===== src/hdl/mthc_pkg.sv =====
// Shared types, keyword tables and byte helpers for the media type header classifier.
// Has no dependencies; every other file of the block imports it.
package mthc_pkg;

  localparam int KW_NUM     = 5;
  localparam int KW_MAX_LEN = 21;
  localparam int LEN_W      = 5;

  typedef logic [KW_MAX_LEN*8-1:0] kw_str_t;

  typedef enum logic [2:0] {
    CLS_UNKNOWN   = 3'd0,
    CLS_FHIR_JSON = 3'd1,
    CLS_FHIR_XML  = 3'd2,
    CLS_JSON      = 3'd3,
    CLS_XML       = 3'd4
  } class_t;

  typedef enum logic [1:0] {
    PH_LEAD  = 2'd0,
    PH_MEDIA = 2'd1,
    PH_TRAIL = 2'd2,
    PH_PARAM = 2'd3
  } phase_t;

  // Keyword text is right-justified: character i of a keyword of length L
  // sits at byte position L-1-i.
  localparam kw_str_t KW_TEXT [KW_NUM] = '{
    kw_str_t'("application/fhir+json"),
    kw_str_t'("application/fhir+xml"),
    kw_str_t'("application/json"),
    kw_str_t'("application/xml"),
    kw_str_t'("text/xml")
  };
  localparam logic [LEN_W-1:0] KW_LEN [KW_NUM] = '{5'd21, 5'd20, 5'd16, 5'd15, 5'd8};
  localparam class_t KW_CLASS [KW_NUM] = '{CLS_FHIR_JSON, CLS_FHIR_XML, CLS_JSON,
                                           CLS_XML, CLS_XML};

  localparam logic [LEN_W-1:0] LEN_MAX   = 5'd31;
  localparam logic [7:0]       CH_COMMA  = 8'h2C;
  localparam logic [7:0]       CH_SEMI   = 8'h3B;
  localparam logic [7:0]       CH_STAR   = 8'h2A;
  localparam logic [7:0]       CH_SLASH  = 8'h2F;
  localparam logic [2:0]       WILD_LEN  = 3'd3;

  // Broadcast from the part tracker to every keyword cell for one beat.
  typedef struct packed {
    logic             step;      // a beat is accepted this cycle
    logic             feed;      // the byte extends the media type
    logic             kill;      // whitespace inside the media type
    logic             finish;    // the part ends at this beat
    logic [7:0]       lc;        // lower-cased byte
    logic [LEN_W-1:0] len;       // media type length before the byte
    logic [LEN_W-1:0] len_feed;  // media type length after the byte
  } bcast_t;

  // Priority token handed from cell to cell.
  typedef struct packed {
    logic   open;  // no earlier keyword has claimed the part
    class_t cls;
  } chain_t;

  function automatic logic is_ws(input logic [7:0] c);
    return (c == 8'h20) || ((c >= 8'h09) && (c <= 8'h0D));
  endfunction

  function automatic logic [7:0] to_lower(input logic [7:0] c);
    return ((c >= 8'h41) && (c <= 8'h5A)) ? c + 8'h20 : c;
  endfunction

endpackage


===== src/hdl/media_type_header_classifier.sv =====
// Top level of the media type header classifier: part tracker, wildcard tracker,
// keyword cell chain and output register. Depends on mthc_pkg and mthc_kw_cell.
//
//   channel | ports                      | beat carries
//   --------+----------------------------+-----------------------------------------
//   input   | in_tvalid/tready/tdata/... | one header byte, valid flag, last flag
//   output  | out_tvalid/tready/tdata    | one media class code per header
//
// Beats are handled combinationally, so one beat per cycle is sustained unless the
// output stalls; a header's result is registered in the cycle after its last beat.
// Reset is synchronous and active low; it clears all control state.
// The output register is a single stage: a new beat is accepted while a waiting
// result is taken in the same cycle, and the input stalls only while a result is
// held by a low out_tready.
module media_type_header_classifier
  import mthc_pkg::*;
(
  input  logic       clk,
  input  logic       rst_n,
  input  logic       in_tvalid,
  output logic       in_tready,
  input  logic [7:0] in_tdata,   // [7:0] header_byte
  input  logic       in_tuser,   // [0] byte_valid
  input  logic       in_tlast,   // last_byte
  output logic       out_tvalid,
  input  logic       out_tready,
  output logic [7:0] out_tdata   // [2:0] media_class, [7:3] zero
);

  // Part state: where we are inside the current comma-separated part.
  phase_t           phase_r, phase_nxt;
  logic [LEN_W-1:0] len_r, len_nxt;

  // Decision and wildcard state for the whole header.
  logic             decided_r, decided_nxt;
  class_t           dec_class_r, dec_class_nxt;
  logic             wc_alive_r, wc_alive_nxt;
  logic [2:0]       wc_len_r, wc_len_nxt;
  logic             has_r, has_nxt;
  logic             trail_r, trail_nxt;

  // Result register.
  logic             out_valid_r;
  class_t           out_class_r;
  class_t           final_class;

  logic             in_fire;
  logic [7:0]       c;
  logic             v;
  logic             ws;
  logic             comma;
  logic             semi;
  logic             feed;
  logic             kill;
  logic             finish;
  logic [LEN_W-1:0] len_feed;
  logic             hit;
  logic             wild_ok;
  logic [7:0]       wild_char;
  bcast_t           bcast;
  chain_t           chain [KW_NUM+1];

  assign in_tready = ~out_valid_r | out_tready;
  assign in_fire   = in_tvalid & in_tready;
  assign c         = in_tdata;
  assign v         = in_tuser;
  assign ws        = is_ws(c);
  assign comma     = v && (c == CH_COMMA);
  assign semi      = (c == CH_SEMI);

  // The part ends at a comma or at the last beat. At a comma nothing is fed,
  // so the cells evaluate the part as it stood before the comma.
  assign finish = in_fire && (comma || in_tlast);

  // Phase state machine: next state.
  always_comb begin
    phase_nxt = phase_r;
    if (v && !comma) begin
      case (phase_r)
        PH_LEAD: begin
          if (semi) phase_nxt = PH_PARAM;
          else if (!ws) phase_nxt = PH_MEDIA;
        end
        PH_MEDIA: begin
          if (ws) phase_nxt = PH_TRAIL;
          else if (semi) phase_nxt = PH_PARAM;
        end
        PH_TRAIL: begin
          if (semi) phase_nxt = PH_PARAM;
          else if (!ws) phase_nxt = PH_MEDIA;
        end
        PH_PARAM: phase_nxt = PH_PARAM;
        default:  phase_nxt = PH_LEAD;
      endcase
    end
    if (comma || in_tlast) phase_nxt = PH_LEAD;
  end

  // Phase state machine: outputs. A character after inner whitespace kills
  // every keyword for the rest of the part.
  always_comb begin
    feed = 1'b0;
    kill = 1'b0;
    if (v && !comma && !ws && !semi) begin
      case (phase_r)
        PH_LEAD:  feed = 1'b1;
        PH_MEDIA: feed = 1'b1;
        PH_TRAIL: kill = 1'b1;
        PH_PARAM: feed = 1'b0;
        default:  feed = 1'b0;
      endcase
    end
  end

  assign len_feed = (feed && (len_r != LEN_MAX)) ? len_r + 5'd1 : len_r;
  assign len_nxt  = (comma || in_tlast) ? '0 : len_feed;

  assign bcast.step     = in_fire;
  assign bcast.feed     = feed;
  assign bcast.kill     = kill;
  assign bcast.finish   = comma || in_tlast;
  assign bcast.lc       = to_lower(c);
  assign bcast.len      = len_r;
  assign bcast.len_feed = len_feed;

  // The token enters the chain only when a part ends and nothing is decided yet;
  // the first cell that matches closes it and puts its class on it.
  assign chain[0].open = finish & ~decided_r;
  assign chain[0].cls  = CLS_UNKNOWN;

  for (genvar k = 0; k < KW_NUM; k++) begin : g_cell
    mthc_kw_cell #(
      .IDX(k)
    ) u_cell (
      .clk      (clk),
      .rst_n    (rst_n),
      .bcast    (bcast),
      .chain_in (chain[k]),
      .chain_out(chain[k+1])
    );
  end

  assign hit = chain[0].open & ~chain[KW_NUM].open;

  // Wildcard tracker: follows the whole trimmed header against "*/*".
  assign wild_char = (wc_len_r == 3'd1) ? CH_SLASH : CH_STAR;
  assign wild_ok   = (wc_len_r < WILD_LEN) && (c == wild_char);

  always_comb begin
    wc_alive_nxt = wc_alive_r;
    wc_len_nxt   = wc_len_r;
    has_nxt      = has_r;
    trail_nxt    = trail_r;
    if (v) begin
      if (ws) begin
        if (has_r) trail_nxt = 1'b1;
      end else begin
        if (has_r && trail_r) wc_alive_nxt = 1'b0;
        if (wild_ok) wc_len_nxt = wc_len_r + 3'd1;
        else wc_alive_nxt = 1'b0;
        has_nxt   = 1'b1;
        trail_nxt = 1'b0;
      end
    end
  end

  always_comb begin
    decided_nxt   = decided_r | hit;
    dec_class_nxt = decided_r ? dec_class_r : (hit ? chain[KW_NUM].cls : dec_class_r);
    if (!has_nxt || (wc_alive_nxt && (wc_len_nxt == WILD_LEN))) final_class = CLS_FHIR_JSON;
    else if (decided_nxt) final_class = dec_class_nxt;
    else final_class = CLS_UNKNOWN;
  end

  always_ff @(posedge clk) begin
    if (!rst_n) begin
      phase_r     <= PH_LEAD;
      len_r       <= '0;
      decided_r   <= 1'b0;
      dec_class_r <= CLS_UNKNOWN;
      wc_alive_r  <= 1'b1;
      wc_len_r    <= '0;
      has_r       <= 1'b0;
      trail_r     <= 1'b0;
    end else if (in_fire) begin
      phase_r <= phase_nxt;
      len_r   <= len_nxt;
      if (in_tlast) begin
        // Header done: everything returns to its reset value.
        decided_r   <= 1'b0;
        dec_class_r <= CLS_UNKNOWN;
        wc_alive_r  <= 1'b1;
        wc_len_r    <= '0;
        has_r       <= 1'b0;
        trail_r     <= 1'b0;
      end else begin
        decided_r   <= decided_nxt;
        dec_class_r <= dec_class_nxt;
        wc_alive_r  <= wc_alive_nxt;
        wc_len_r    <= wc_len_nxt;
        has_r       <= has_nxt;
        trail_r     <= trail_nxt;
      end
    end
  end

  always_ff @(posedge clk) begin
    if (!rst_n) begin
      out_valid_r <= 1'b0;
    end else if (in_fire && in_tlast) begin
      out_valid_r <= 1'b1;
    end else if (out_tready) begin
      out_valid_r <= 1'b0;
    end
  end

  always_ff @(posedge clk) begin
    if (in_fire && in_tlast) begin
      out_class_r <= final_class;
    end
  end

  assign out_tvalid = out_valid_r;
  assign out_tdata  = {5'b0, out_class_r};

  // A media type phase always follows at least one media type byte.
  a_media_len : assert property (@(posedge clk) disable iff (!rst_n)
    phase_r == PH_MEDIA |-> len_r != '0)
    else $error("media phase with empty media type");

  // A decision holds until the header ends.
  a_decided_holds : assert property (@(posedge clk) disable iff (!rst_n)
    decided_r && !(in_fire && in_tlast) |=> decided_r)
    else $error("decision dropped inside a header");

  // The last beat clears the per-header state.
  a_last_clears : assert property (@(posedge clk) disable iff (!rst_n)
    in_fire && in_tlast |=> !decided_r && !has_r && wc_len_r == '0 && len_r == '0)
    else $error("header state not cleared after last beat");

  // A waiting result is never overwritten while the output stalls.
  a_no_overrun : assert property (@(posedge clk) disable iff (!rst_n)
    out_valid_r && !out_tready |-> !in_fire)
    else $error("beat accepted while result is held");

endmodule


===== src/hdl/mthc_kw_cell.sv =====
// One keyword cell of the matcher chain: tracks whether its keyword still matches.
// Depends on mthc_pkg for the keyword tables and the broadcast and chain structs.
module mthc_kw_cell
  import mthc_pkg::*;
#(
  parameter int IDX = 0
) (
  input  logic   clk,
  input  logic   rst_n,
  input  bcast_t bcast,
  input  chain_t chain_in,
  output chain_t chain_out
);

  localparam logic [LEN_W-1:0] MY_LEN = KW_LEN[IDX];
  localparam logic [255:0]     TEXT_W = {{(256 - KW_MAX_LEN*8){1'b0}}, KW_TEXT[IDX]};

  logic             alive_r;
  logic             alive_nxt;
  logic             alive_feed;
  logic             miss;
  logic             match;
  logic [LEN_W-1:0] pos;
  logic [7:0]       kw_char;

  // Position wraps for lengths beyond the keyword; the length test covers that.
  assign pos        = MY_LEN - 5'd1 - bcast.len;
  assign kw_char    = TEXT_W[{pos, 3'b000} +: 8];
  assign miss       = (bcast.len >= MY_LEN) || (kw_char != bcast.lc);
  assign alive_feed = alive_r & ~(bcast.feed & miss) & ~bcast.kill;
  assign match      = alive_feed && (bcast.len_feed == MY_LEN);
  assign alive_nxt  = bcast.finish ? 1'b1 : alive_feed;

  assign chain_out.open = chain_in.open & ~match;
  assign chain_out.cls  = (chain_in.open && match) ? KW_CLASS[IDX] : chain_in.cls;

  always_ff @(posedge clk) begin
    if (!rst_n) begin
      alive_r <= 1'b1;
    end else if (bcast.step) begin
      alive_r <= alive_nxt;
    end
  end

endmodule

===== config.mk =====
export PLATFORM = sky130hd
export DESIGN_NAME = media_type_header_classifier
export DESIGN_NICKNAME = d
export VERILOG_FILES = /design/src/hdl/mthc_pkg.sv /design/src/hdl/media_type_header_classifier.sv /design/src/hdl/mthc_kw_cell.sv
export SDC_FILE = /design/constraint.sdc
export NUM_CORES = 1
export LEC_CHECK = 0
export BUFFER_PORTS_ARGS = -buffer_cell sky130_fd_sc_hd__buf_2
export CORE_MARGIN = 3
export CORE_UTILIZATION = 45
export CTS_CLUSTER_DIAMETER = 50
export DETAILED_ROUTE_END_ITERATION = 8
export HOLD_SLACK_MARGIN = 0.15
export PLACE_DENSITY = 0.66
export SYNTH_ARGS = -nofsm -noshare
export SYNTH_HDL_FRONTEND = slang
export SYNTH_HIERARCHICAL = 1
export SYNTH_SLANG_ARGS = --single-unit
export TNS_END_PERCENT = 5

===== constraint.sdc =====
create_clock -name clk -period 6.69 [get_ports clk]
set_input_delay 2.007 -clock clk [delete_from_list [all_inputs] [get_ports clk]]
set_output_delay 2.007 -clock clk [all_outputs]
set_load 0.02 [all_outputs]

==> qor.yml <==
grt_setup_unrepaired: "no"
ios: 24
synthTopCellsByArea: "ha_1 9.8%, dfxtp_1 9.7%, nand2_1 4.9%"
r2r_slack_ps: 1780
rows: 36
viasPerCell: 6.25
holdWs_ps: 466
design_area_sq_um: 5000
synth_cell_type_count: 108
cp.arrival_ps: 6310
multi_input_area_sq_um: 3890
dp_hpwl_mm: 9.18
regArea_sq_um: 553
syn_avg_cell_area_sq_um: 7.74
die_w_microns: 109
clock_path_buffers: 2
grt_pass1_wl_mm: 21.7
cts_root_buffer: "clkbuf_8"
drc: 0
tns_ps: 0
required_ps: 6830
setup_violations: 0
synthToLayoutAreaGrowth_pct: 5.63
antenna_found_initial: 0
hp-start: "wc_alive_r$_SDFFE_PN1P_"
final_cells: 759
relSlewSlack_pct: 53.1
diodes: 0
criticalPathCategory: "in2reg"
fin_ws_ps: 525
clk_latency_ps: 280
period_share_pct: 92.2
fin_worst_skew_ps: 3.17
cts_num_sinks: 26
synth_top_area_share_pct: 9.79
antenna_left: 0
drt-wirelength-per-cell_microns: 16.7
worst_slew_pin_slew_ps: 704
synth_seq_cells: 26
power_density_nw_per_um2: 88.7
status: "completed"
cts_max_level: 1
coreArea_sq_um: 10000
dpl-instance-area_sq_um: 4930
async_flop_share_pct: 0
power_mw: 0.443
drv_slew: 0
layout_common_cells: "62 x nand2_1, 37 x ha_1, 36 x nor2_1"
hold_viol: 0
path_clk_slew_ps: 100
grt_pass1_vias: 4554
max_cap_viol_count: 0
synth-edff-count: 3
worstSetupStartpointType: "input pin"
initial_core_util_pct: 47.3
routed_wl_mm: 12.7
drt_iter0_markers: 347
overflow: 0
postCtsSetupBuffers: 0
final_util_pct: 50.0
grt_max_degree: 54
dp_cells: 755
min_path_type: "reg2reg"
max_freq_mhz: 162
crit_path_max_fanout: 10
irDropWorstVdd_v: 0.0000915
die_area_sq_um: 11800
layout_commonest_cell: "nand2_1"
pre_cts_ws_ps: 275
syn_inst: 611
cp-startpoint: "in_tdata[4]"
fin_crit_ps: 6170
p_leak_nw: 1.97
fin_nets: 678
cts_tree: "yes"
yosysTopAreaCell: "ha_1"
numCtsBuffers: 3
synth_flop_cell: "dfxtp_1"
holdBufCountCts: 0
grt_usage_pct: 22.1
io_buffers: 18
ys_seq_area_share_pct: 11.6
dr.pass1.iters: 5
die_h_microns: 109
post_cts_resized: 0
drive_above_1_share_pct: 15.2
routabilityCongestion: 0.905
reg2reg_from: "len_r[0]$_SDFFE_PN0P_"
dr_total_vias: 4743
n_fill_cell: 962
setup.worst_path.end_class: "flip-flop"
synth_area_sq_um: 4730
yosysWarnings: 6
## final timing paths
check | end | cells after the start
worst max-delay path | out_class_r[2]$_SDFFCE_PP0P_ | 16
worst max register to register | out_class_r[2]$_SDFFCE_PP0P_ | 21
worst min-delay path | wc_alive_r$_SDFFE_PN1P_ | 1
worst min register to register | wc_alive_r$_SDFFE_PN1P_ | 1
## synthesized netlist by cell type (all sizes together), types with 10 or more instances
cell type / count
dfxtp: 23
ha: 37
and3: 15
nand3: 24
nand3b: 11
nand2b: 18
a21oi: 30
nor3: 22
o21ai: 20
nor2: 38
inv: 33
xor2: 12
nor2b: 10
nor4: 10
xnor2: 13
a211oi: 10
buf: 21
nand2: 63
## logic make-up (layout without fill, tap and decap cells)
kind of cell               Yosys count  after routing  synth area share [%]
other                                1              8                0.0793
AOI/OAI and AO/OA                  165            165                  26.9
DFF                                 26             26                  11.6
and+or+nand+nor                    278            278                  34.7
muxes                               16             16                  4.13
xor gates and xnor gates            25             25                  5.82
adders and majority gates           38             38                  10.0
buffers and inverters               62             70                  6.74
## worst max-delay path: stages
cell and delay [ps]:
buf_2 140, or3_1 460, nor4_2 430, nor2_2 180, nand2_1 170, mux2_2 400, or4b_2 690, nor4b_1 400
inv_1 80, o21a_1 230, o21ai_0 80, a21oi_1 60, a21boi_0 160, nor4_2 570, a22oi_1 140, nor2_1 130
## report_power, final
group          leakage (nW)  switching (mW)  internal [mW]
Combinational          1.72          0.0893         0.0515
Sequential            0.218         0.00369          0.163
Clock                0.0357          0.0551         0.0802
Total                  1.97           0.148          0.295
## registers in the layout (all words and copies together) (netlist names), 2 cells and up
signal,cells
dec_class_r,3
g_cell.u_cell/alive_r,5
len_r,5
out_class_r,3
phase_r,2
wc_len_r,3
## routing by layer
layer | wire length (microns) | track usage, % | part of all wire, %
met1 | 5530 | 28.5 | 44
met3 | 767 | 2.57 | 6.0
met2 | 6230 | 39.2 | 49
met4 | 163 | 4.87 | 1.3
met5 | 0 | 0 | 0
## layout make-up
type	count	share of cell area, %
repair buffers	31	3.76
clock inverters	1	0.601
well taps	133	3.33
flip-flops and latches	26	11.1
inverters	35	2.63
multi-input cells	530	77.8
clock buffers	3	0.826
Power figures use the tool's default switching activity.
